[src/spq_pkg.sv]
// ----------------------------------------------------------------------------
// spq_pkg: shared types for the sorted priority queue
// Operation and status codes, the stored entry layout and the command and
// status bundles between the controller and the datapath.
// ----------------------------------------------------------------------------
`default_nettype none

package spq_pkg;

  typedef enum logic [1:0] {
    FUNC_INSERT   = 2'd0,
    FUNC_POP_HIGH = 2'd1,
    FUNC_POP_LOW  = 2'd2,
    FUNC_REMOVE   = 2'd3
  } func_e;

  typedef enum logic [1:0] {
    ST_OK    = 2'd0,
    ST_EMPTY = 2'd1,
    ST_FULL  = 2'd2
  } status_e;

  typedef struct packed {
    logic [15:0] id;
    logic [7:0]  pri;
  } entry_t;

  typedef enum logic [3:0] {
    CMD_NONE,
    CMD_LOAD,
    CMD_READ,
    CMD_INS_SHIFT,
    CMD_INS_PLACE,
    CMD_REM_TAKE,
    CMD_REM_SHIFT,
    CMD_REM_SKIP,
    CMD_FIN
  } cmd_e;

  typedef struct packed {
    logic is_ins;
    logic full;
    logic empty;
    logic idx_zero;
    logic idx_end;
    logic hit;
    logic found;
    logic out_busy;
  } dp_status_t;

endpackage

`default_nettype wire

[src/spq_req_if.sv]
// ----------------------------------------------------------------------------
// spq_req_if: request channel of the sorted priority queue
// Valid/ready channel carrying one queue operation per transfer.
// ----------------------------------------------------------------------------
`default_nettype none

interface spq_req_if;
  import spq_pkg::*;

  logic        valid;
  logic        ready;
  func_e       func;
  logic [15:0] proc_id;
  logic [7:0]  priority_req;

  modport source (output valid, output func, output proc_id, output priority_req,
                  input ready);
  modport sink   (input valid, input func, input proc_id, input priority_req,
                  output ready);
endinterface

`default_nettype wire

[src/spq_rsp_if.sv]
// ----------------------------------------------------------------------------
// spq_rsp_if: response channel of the sorted priority queue
// Valid/ready channel carrying one operation result per transfer.
// ----------------------------------------------------------------------------
`default_nettype none

interface spq_rsp_if;
  import spq_pkg::*;

  logic        valid;
  logic        ready;
  status_e     status;
  logic [15:0] out_id;
  logic [7:0]  out_priority;
  logic [4:0]  occupancy;

  modport source (output valid, output status, output out_id, output out_priority,
                  output occupancy, input ready);
  modport sink   (input valid, input status, input out_id, input out_priority,
                  input occupancy, output ready);
endinterface

`default_nettype wire

[src/spq_datapath.sv]
// ----------------------------------------------------------------------------
// spq_datapath: entry memory, scan index and result register
// Executes one controller command per cycle: reads one entry, moves one
// entry by one place, places a new entry or retires the result.
// ----------------------------------------------------------------------------
`default_nettype none

module spq_datapath #(
  parameter int unsigned CAPACITY = 16
) (
  input  wire                 clk_i,
  input  wire                 rst_ni,
  input  spq_pkg::cmd_e       cmd_i,
  output spq_pkg::dp_status_t status_o,
  input  spq_pkg::func_e      func_i,
  input  wire [15:0]          proc_id_i,
  input  wire [7:0]           priority_req_i,
  spq_rsp_if.source           rsp_o
);
  import spq_pkg::*;

  localparam int unsigned CW = $clog2(CAPACITY + 1);
  localparam int unsigned AW = $clog2(CAPACITY);
  localparam logic [CW-1:0] CAP_C = CW'(CAPACITY);
  localparam logic [CW-1:0] ONE_C = CW'(1);

  entry_t mem [CAPACITY];

  func_e       op_q;
  logic [15:0] id_q;
  logic [7:0]  pri_q;
  logic [CW-1:0] idx_q, idx_d;
  logic [CW-1:0] count_q, count_d;
  logic        found_q, found_d;
  logic [15:0] res_id_q, res_id_d;
  logic [7:0]  res_pri_q, res_pri_d;
  entry_t      rd_q;

  logic        out_valid_q, out_valid_d;
  status_e     out_status_q;
  logic [15:0] out_id_q;
  logic [7:0]  out_pri_q;
  logic [4:0]  out_occ_q;

  logic          is_ins;
  logic [CW-1:0] idx_m1;
  logic          rd_en;
  logic [AW-1:0] rd_addr;
  logic          wr_en;
  logic [AW-1:0] wr_addr;
  entry_t        wr_data;
  logic [CW+4:0] occ_ext;

  assign is_ins = (op_q == FUNC_INSERT);
  assign idx_m1 = idx_q - ONE_C;

  always_comb begin
    status_o.is_ins   = is_ins;
    status_o.full     = (count_q == CAP_C);
    status_o.empty    = (count_q == '0);
    status_o.idx_zero = (idx_q == '0);
    status_o.idx_end  = (idx_q >= count_q);
    // insert stops at the first entry of equal or higher priority
    status_o.hit      = is_ins ? (rd_q.pri >= pri_q)
                               : ((op_q != FUNC_REMOVE) || (rd_q.id == id_q));
    status_o.found    = found_q;
    status_o.out_busy = out_valid_q && !rsp_o.ready;
  end

  // memory port control
  always_comb begin
    rd_en   = (cmd_i == CMD_READ);
    rd_addr = is_ins ? idx_m1[AW-1:0] : idx_q[AW-1:0];
    wr_en   = 1'b0;
    wr_addr = idx_q[AW-1:0];
    wr_data = rd_q;
    case (cmd_i)
      CMD_INS_SHIFT: wr_en = 1'b1;
      CMD_INS_PLACE: begin
        wr_en   = 1'b1;
        wr_data = '{id: id_q, pri: pri_q};
      end
      CMD_REM_SHIFT: begin
        wr_en   = 1'b1;
        wr_addr = idx_m1[AW-1:0];
      end
      default: ;
    endcase
  end

  always_ff @(posedge clk_i) begin
    if (wr_en) begin
      mem[wr_addr] <= wr_data;
    end
    if (rd_en) begin
      rd_q <= mem[rd_addr];
    end
  end

  always_comb begin
    idx_d       = idx_q;
    count_d     = count_q;
    found_d     = found_q;
    res_id_d    = res_id_q;
    res_pri_d   = res_pri_q;
    out_valid_d = out_valid_q && !rsp_o.ready;
    unique case (cmd_i)
      CMD_LOAD: begin
        found_d   = 1'b0;
        res_id_d  = '0;
        res_pri_d = '0;
        case (func_i)
          FUNC_INSERT:  idx_d = count_q;
          FUNC_POP_LOW: idx_d = count_q - ONE_C;
          default:      idx_d = '0;
        endcase
      end
      CMD_INS_SHIFT: idx_d = idx_m1;
      CMD_INS_PLACE: begin
        found_d = 1'b1;
        count_d = count_q + ONE_C;
      end
      CMD_REM_TAKE: begin
        found_d   = 1'b1;
        res_id_d  = rd_q.id;
        res_pri_d = rd_q.pri;
        idx_d     = idx_q + ONE_C;
      end
      CMD_REM_SHIFT, CMD_REM_SKIP: idx_d = idx_q + ONE_C;
      CMD_FIN: begin
        out_valid_d = 1'b1;
        if (found_q && !is_ins) begin
          count_d = count_q - ONE_C;
        end
      end
      CMD_NONE, CMD_READ: ;
      default: ;
    endcase
  end

  assign occ_ext = {5'b0, count_d};

  always_ff @(posedge clk_i or negedge rst_ni) begin
    if (!rst_ni) begin
      count_q     <= '0;
      out_valid_q <= 1'b0;
      found_q     <= 1'b0;
    end else begin
      count_q     <= count_d;
      out_valid_q <= out_valid_d;
      found_q     <= found_d;
    end
  end

  always_ff @(posedge clk_i) begin
    idx_q     <= idx_d;
    res_id_q  <= res_id_d;
    res_pri_q <= res_pri_d;
    if (cmd_i == CMD_LOAD) begin
      op_q  <= func_i;
      id_q  <= proc_id_i;
      pri_q <= priority_req_i;
    end
    if (cmd_i == CMD_FIN) begin
      out_status_q <= found_q ? ST_OK : (is_ins ? ST_FULL : ST_EMPTY);
      out_id_q     <= res_id_q;
      out_pri_q    <= res_pri_q;
      out_occ_q    <= occ_ext[4:0];
    end
  end

  assign rsp_o.valid        = out_valid_q;
  assign rsp_o.status       = out_status_q;
  assign rsp_o.out_id       = out_id_q;
  assign rsp_o.out_priority = out_pri_q;
  assign rsp_o.occupancy    = out_occ_q;

  a_count_bound: assert property (@(posedge clk_i) disable iff (!rst_ni)
    count_q <= CAP_C)
    else $error("entry count above capacity");

  a_place_not_full: assert property (@(posedge clk_i) disable iff (!rst_ni)
    cmd_i == CMD_INS_PLACE |-> count_q < CAP_C)
    else $error("insert placed into a full store");

  a_remove_nonempty: assert property (@(posedge clk_i) disable iff (!rst_ni)
    (cmd_i == CMD_FIN) && found_q && !is_ins |-> count_q != '0)
    else $error("removal retired on an empty store");

endmodule

`default_nettype wire

[src/spq_ctrl.sv]
// ----------------------------------------------------------------------------
// spq_ctrl: sequencer of the sorted priority queue
// Walks the entry list one read and one move at a time and retires the
// result into the output register once it is free.
// ----------------------------------------------------------------------------
`default_nettype none

module spq_ctrl (
  input  wire                 clk_i,
  input  wire                 rst_ni,
  input  wire                 in_valid_i,
  output logic                in_ready_o,
  input  spq_pkg::dp_status_t status_i,
  output spq_pkg::cmd_e       cmd_o
);
  import spq_pkg::*;

  localparam logic [1:0] S_IDLE = 2'd0;
  localparam logic [1:0] S_STEP = 2'd1;
  localparam logic [1:0] S_EVAL = 2'd2;
  localparam logic [1:0] S_FIN  = 2'd3;

  logic [1:0] state_q, state_d;

  always_comb begin
    state_d    = state_q;
    cmd_o      = CMD_NONE;
    in_ready_o = 1'b0;
    unique case (state_q)
      S_IDLE: begin
        in_ready_o = 1'b1;
        if (in_valid_i) begin
          cmd_o   = CMD_LOAD;
          state_d = S_STEP;
        end
      end
      S_STEP: begin
        if (status_i.is_ins) begin
          if (status_i.full) begin
            state_d = S_FIN;
          end else if (status_i.idx_zero) begin
            cmd_o   = CMD_INS_PLACE;
            state_d = S_FIN;
          end else begin
            cmd_o   = CMD_READ;
            state_d = S_EVAL;
          end
        end else if (status_i.empty || status_i.idx_end) begin
          state_d = S_FIN;
        end else begin
          cmd_o   = CMD_READ;
          state_d = S_EVAL;
        end
      end
      S_EVAL: begin
        state_d = S_STEP;
        if (status_i.is_ins) begin
          if (status_i.hit) begin
            cmd_o   = CMD_INS_PLACE;
            state_d = S_FIN;
          end else begin
            cmd_o = CMD_INS_SHIFT;
          end
        end else if (status_i.found) begin
          // close the gap behind the removed entry
          cmd_o = CMD_REM_SHIFT;
        end else if (status_i.hit) begin
          cmd_o = CMD_REM_TAKE;
        end else begin
          cmd_o = CMD_REM_SKIP;
        end
      end
      S_FIN: begin
        if (!status_i.out_busy) begin
          cmd_o   = CMD_FIN;
          state_d = S_IDLE;
        end
      end
      default: state_d = S_IDLE;
    endcase
  end

  always_ff @(posedge clk_i or negedge rst_ni) begin
    if (!rst_ni) begin
      state_q <= S_IDLE;
    end else begin
      state_q <= state_d;
    end
  end

  a_eval_after_read: assert property (@(posedge clk_i) disable iff (!rst_ni)
    state_q == S_EVAL |-> $past(cmd_o == CMD_READ))
    else $error("entry evaluated without a read");

  a_accept_starts: assert property (@(posedge clk_i) disable iff (!rst_ni)
    in_valid_i && in_ready_o |=> state_q == S_STEP)
    else $error("accepted request did not start a walk");

  a_place_ok: assert property (@(posedge clk_i) disable iff (!rst_ni)
    cmd_o == CMD_INS_PLACE |-> status_i.is_ins && !status_i.full)
    else $error("place issued outside a legal insert");

endmodule

`default_nettype wire

[src/sorted_priority_queue_with_removal_unit.sv]
// ----------------------------------------------------------------------------
// sorted_priority_queue_with_removal_unit: sorted list priority queue
// Holds up to CAPACITY (id, priority) entries in descending priority order.
//
// Channels: req_i carries one operation per transfer (insert, pop highest,
// pop lowest, remove by id); rsp_o returns exactly one result per request
// with status, removed entry and occupancy. Both are valid/ready.
// Timing: one request is worked on at a time. The entry store is a single
// memory with one read and one write port, and every entry visited is read
// and then evaluated. Insert walks from the tail towards the head, moving
// each entry of lower priority down one place, and places the new entry
// behind the first of equal or higher priority or at the head; a removal
// walks from its first visited place to the end, takes the matching entry
// and moves each later entry up one place; a full insert or an empty pop
// visits no entry. A new request is taken while the previous result still
// waits in the output register; if the receiver stalls, the next result is
// held in the datapath until the register frees. Reset empties the queue
// and drops any pending result; the memory itself is not cleared.
// ----------------------------------------------------------------------------
`default_nettype none

module sorted_priority_queue_with_removal_unit #(
  parameter int unsigned CAPACITY = 16
) (
  input  wire       clk_i,
  input  wire       rst_ni,
  spq_req_if.sink   req_i,
  spq_rsp_if.source rsp_o
);
  import spq_pkg::*;

  cmd_e       cmd;
  dp_status_t dp_status;
  logic       in_ready;

  assign req_i.ready = in_ready;

  spq_ctrl u_ctrl (
    .clk_i      (clk_i),
    .rst_ni     (rst_ni),
    .in_valid_i (req_i.valid),
    .in_ready_o (in_ready),
    .status_i   (dp_status),
    .cmd_o      (cmd)
  );

  spq_datapath #(
    .CAPACITY (CAPACITY)
  ) u_datapath (
    .clk_i          (clk_i),
    .rst_ni         (rst_ni),
    .cmd_i          (cmd),
    .status_o       (dp_status),
    .func_i         (req_i.func),
    .proc_id_i      (req_i.proc_id),
    .priority_req_i (req_i.priority_req),
    .rsp_o          (rsp_o)
  );

endmodule

`default_nettype wire

[src/flat_wrapper.sv]
// flat-port wrapper written by rule: the top's interface ports become plain ports
module sorted_priority_queue_with_removal_unit_flat import spq_pkg::*;
#(
  parameter int unsigned CAPACITY = 16
)
  (clk_i, rst_ni, req_i_valid, req_i_func, req_i_proc_id, req_i_priority_req, req_i_ready, rsp_o_valid, rsp_o_status, rsp_o_out_id, rsp_o_out_priority, rsp_o_occupancy, rsp_o_ready);
  spq_req_if req_i_i ();
  spq_rsp_if rsp_o_i ();
  input  wire clk_i;
  input  wire rst_ni;
  input wire logic [$bits(req_i_i.valid)-1:0] req_i_valid;
  input wire logic [$bits(req_i_i.func)-1:0] req_i_func;
  input wire logic [$bits(req_i_i.proc_id)-1:0] req_i_proc_id;
  input wire logic [$bits(req_i_i.priority_req)-1:0] req_i_priority_req;
  output wire logic [$bits(req_i_i.ready)-1:0] req_i_ready;
  output wire logic [$bits(rsp_o_i.valid)-1:0] rsp_o_valid;
  output wire logic [$bits(rsp_o_i.status)-1:0] rsp_o_status;
  output wire logic [$bits(rsp_o_i.out_id)-1:0] rsp_o_out_id;
  output wire logic [$bits(rsp_o_i.out_priority)-1:0] rsp_o_out_priority;
  output wire logic [$bits(rsp_o_i.occupancy)-1:0] rsp_o_occupancy;
  input wire logic [$bits(rsp_o_i.ready)-1:0] rsp_o_ready;
  assign req_i_i.valid = req_i_valid;
  assign req_i_i.func = req_i_func;
  assign req_i_i.proc_id = req_i_proc_id;
  assign req_i_i.priority_req = req_i_priority_req;
  assign req_i_ready = req_i_i.ready;
  assign rsp_o_valid = rsp_o_i.valid;
  assign rsp_o_status = rsp_o_i.status;
  assign rsp_o_out_id = rsp_o_i.out_id;
  assign rsp_o_out_priority = rsp_o_i.out_priority;
  assign rsp_o_occupancy = rsp_o_i.occupancy;
  assign rsp_o_i.ready = rsp_o_ready;
  sorted_priority_queue_with_removal_unit #(.CAPACITY(CAPACITY)) u_core (.clk_i(clk_i), .rst_ni(rst_ni), .req_i(req_i_i), .rsp_o(rsp_o_i));
endmodule
[config.mk]
export PLATFORM = sky130hd
export DESIGN_NAME = sorted_priority_queue_with_removal_unit_flat
export DESIGN_NICKNAME = d
export VERILOG_FILES = /design/src/spq_pkg.sv /design/src/spq_req_if.sv /design/src/spq_rsp_if.sv /design/src/spq_datapath.sv /design/src/spq_ctrl.sv /design/src/sorted_priority_queue_with_removal_unit.sv /design/src/flat_wrapper.sv
export SDC_FILE = /design/constraint.sdc
export NUM_CORES = 1
export LEC_CHECK = 0
export BUFFER_PORTS_ARGS = -buffer_cell sky130_fd_sc_hd__buf_2
export CORE_MARGIN = 2
export CORE_UTILIZATION = 38
export DETAILED_ROUTE_END_ITERATION = 10
export PLACE_DENSITY = 0.63
export SLEW_MARGIN = 20
export SYNTH_ARGS = -nofsm -noshare
export SYNTH_HDL_FRONTEND = slang
export SYNTH_SLANG_ARGS = --single-unit
export TNS_END_PERCENT = 50
[constraint.sdc]
create_clock -name clk_i -period 4.64 [get_ports clk_i]
set_clock_uncertainty 0.1 [all_clocks]
set_input_delay 0.696 -clock clk_i [delete_from_list [all_inputs] [get_ports clk_i]]
set_output_delay 0.696 -clock clk_i [all_outputs]
set_load 0.05 [all_outputs]
==> metrics <==
Leakage 7.42 nW; average vias per placed instance roughly 5.3; Slowest-stage cell, CP mux2i_1; crit path DAT about 4400 ps; Worst-path clk slew 60 ps; Distinct cells, synth 60; GRT overflow 0; fin. max-slew vios 0; Post-Syn Instances 947; Relative slew margins 0.292; row count 84; fillers approximately 4,500; area occupied by multi-input gates 4840 sq um; Setup violations, final 0; syn nets about 990; worst vdd ir 0.000422 V; number of synthesized flops with an enable pin 494; Hold Fails Final Rpt 0; Worst path depth 11; clock sink total 503; met1 usage 0.213; Comb power frac 0.337; Die X around 230 um; Hold Buf Count CTS 1; Synth Flop Type edfxtp_1; highest clock rate approximately 0.24 GHz; sequential area share after synthesis 0.749; Reg area roughly 15,000 sq um; Nets 1,109; crit end category register; All-Layer GR Usage 0.158; Initial Util 0.383; largest net degree at the start of global routing 97; Hold Path Class in -> reg; cts bufs inserted 49; first-pass GRT wire length 63.4 mm; Yosys top cell area share 0.738; RSZ-0062 raised after global routing false; crit-path cells inv_1, ha_1, nand2b_4, or3_1, a32oi_1, o21ai_4, nor4_4, buf_4, mux2i_1, a21oi_4, buf_4; cts repair resizes 0; status finished clean; TritonCTS clock tree done; Layout area overhead 14.5%; routed wire length about 42 mm; Max clock buf depth 3; Register-to-Register Path Depth 11; Most Crowded Layer GR met2; Synth top cells by count edfxtp_1 (494), mux4_2 (120), nor2_1 (29); reg2reg end u_core.u_datapath.mem[12][10]; Post-Synthesis Cell Area ~20,000 sq um; switching share of total power 0.324; top post-synthesis cells by area edfxtp_1 (74%), mux4_2 (13%), mux2_4 (1.4%); core area 52,400 sq um; Clk pwr share 0.230; Flop pwr share 0.433; GP Congestion around 0.84; CTS Root Cell clkbuf_16; power density over the cells 702 nW/um^2; TritonRoute pass-1 iters 4; Worst R2R Start u_core.u_datapath.idx_q[0]; Clk Latency, worst-skew pair ~600 ps; initial antenna violation count 1; Post-DRT Antenna Nets 0; Required @ worst endpoint 4830 ps; #FFs+latches synth 503; Int Pwr 0.0109 W; CP startpoint kind register; Die Span Y around 230 um; Net Sw Power 0.00524 W; CP startpoint u_core.u_datapath.idx_q[0]; Setup Total Neg Slack 0 ps; Syn. warnings 0; critical path's top delay family buffers and inverters; I/O pin count 63; Async S/R FF share, synth 0.0179; DRC 0; routed via count 9,505; # Post-CTS Setup Buffers 0; Initial DRC Count 929; most used cell, CP buf_4; full die area 54,700 sq um; Syn Area/Cell 21.2 sq um; CP Capture Point u_core.u_datapath.mem[12][10]; diode count 0; routed length per placed instance 23.7 um; Buf+Inv Stages, Crit Path 3; Max stage delay on crit path 770 ps; reg2reg setup slack 480 ps; final worst-path cycle share 0.897; number of port buffers 62; # Max-Cap Violations 0; hpwl dp 25.5 mm; M2 GR Usage 0.269; top cell type by total area after synthesis edfxtp_1; Final min period between 4000 and 5000 ps; Hold Slack 179 ps; Max FO, Critical Path 24; top-count cell post-synth edfxtp_1; H-tree Lvls 2; actual slew at the worst max-slew pin around 1100 ps; GR Layer Usage met3 0.0243; critical path type reg -> reg; share of cells above drive strength 1 0.305; vias in the first global route 9,893
power groups by stage:
stage	logic [W]	clock network, W	registers [W]
finish	0.00545	0.00371	0.00699
global route	0.00588	0.00399	0.00706
CTS	0.00553	0.00381	0.00699
detailed placement	0.00551	0	0.00708
global placement	0.00543	0	0.00705
floorplan	0.00371	0	0.00724
through the flow:
stage	area [sq um]	std cells	setup slack, ps	total power (W)	util
floorplan	20100	947	157	0.0110	-
global placement	21500	1698	633	0.0125	0.410
detailed placement	21500	1698	542	0.0126	0.410
CTS	23000	1786	530	0.0163	0.439
global route	23000	1786	274	0.0169	0.439
finish	23000	1786	479	0.0162	0.439
layer usage:
layer | vias up | wire (um)
met4 | 0 | 924
met1 | 5032 | 18300
met3 | 59 | 1890
li1 | 4142 | -
met5 | - | 0
met2 | 272 | 21300
state kept, by name, indices dropped and copies added, names as in the netlist, 5 cells and up:
register / flops
u_core.u_datapath.mem: 384
u_core.u_datapath.rsp_o.out_id: 16
u_core.u_datapath.rd_q: 24
u_core.u_datapath.rsp_o.occupancy: 5
u_core.u_datapath.res_pri_q: 8
u_core.u_datapath.id_q: 16
u_core.u_datapath.res_id_q: 16
u_core.u_datapath.idx_q: 5
u_core.u_datapath.rsp_o.out_priority: 8
u_core.u_datapath.count_q: 5
u_core.u_datapath.pri_q: 8
cell usage in the layout, fill, tap and decap left out, types with 3 or more instances in the layout:
| cell | instances |
|---|---|
| clkinv_1 | 16 |
| and3_1 | 6 |
| buf_2 | 62 |
| ha_1 | 17 |
| inv_1 | 17 |
| dfrtp_1 | 9 |
| nand2b_1 | 3 |
| clkinv_2 | 5 |
| buf_4 | 36 |
| edfxtp_1 | 494 |
| nand4_1 | 7 |
| clkbuf_16 | 50 |
| o22ai_1 | 4 |
| clkbuf_1 | 11 |
| buf_12 | 5 |
| a221oi_1 | 3 |
| a21oi_1 | 12 |
| and2_1 | 27 |
| a32oi_1 | 5 |
| mux4_2 | 120 |
| mux2_4 | 19 |
| xnor2_1 | 24 |
| nor2_2 | 8 |
| nor2_1 | 21 |
| o21ai_0 | 7 |
| nand3_1 | 6 |
| a21oi_4 | 9 |
| mux2_2 | 5 |
| nand2_1 | 21 |
| nor2b_1 | 3 |
| a211oi_1 | 5 |
| nor3_1 | 14 |
worst reg2reg max path, stage by stage (launching register included):
cell and delay [ps]:
edfxtp_1 560, inv_1 270, ha_1 470, nand2b_4 90, or3_1 340, a32oi_1 310, o21ai_4 120, nor4_4 180
buf_4 210, mux2i_1 770, a21oi_4 100, buf_4 320
logic make-up after synthesis:
group / Yosys count / synth area share
flip-flops: 503 / 0.749
multiplexers: 146 / 0.152
AND/OR/NAND/NOR: 129 / 0.0344
AO/OA/AOI/OAI: 67 / 0.0231
buffers and inverters: 58 / 0.0179
XOR/XNOR: 27 / 0.0121
adder cells (fa/ha/maj): 17 / 0.0106
final cells by class:
| cell class | count | share of cell area |
|---|---|---|
| multi-input cells | 386 | 0.210 |
| inverters | 18 | 0.00294 |
| clock inverters | 26 | 0.00848 |
| clock buffers | 61 | 0.0562 |
| flip-flops and latches | 503 | 0.654 |
| well taps | 688 | 0.0374 |
| repair buffers | 104 | 0.0300 |
how the worst min path moves through the flow:
stage,from,to,cells after the start
after detailed placement,u_core.u_datapath.res_pri_q[5],u_core.u_datapath.rsp_o.out_priority[5],0
after CTS,req_i_proc_id[14],u_core.u_datapath.id_q[14],1
after global placement,u_core.u_datapath.res_id_q[4],u_core.u_datapath.rsp_o.out_id[4],0
after global routing,req_i_priority_req[4],u_core.u_datapath.pri_q[4],1
final,req_i_proc_id[14],u_core.u_datapath.id_q[14],1
after floorplan,rst_ni,u_core.u_ctrl.state_q[0],0
No activity file was read; power rests on OpenSTA's default activity.
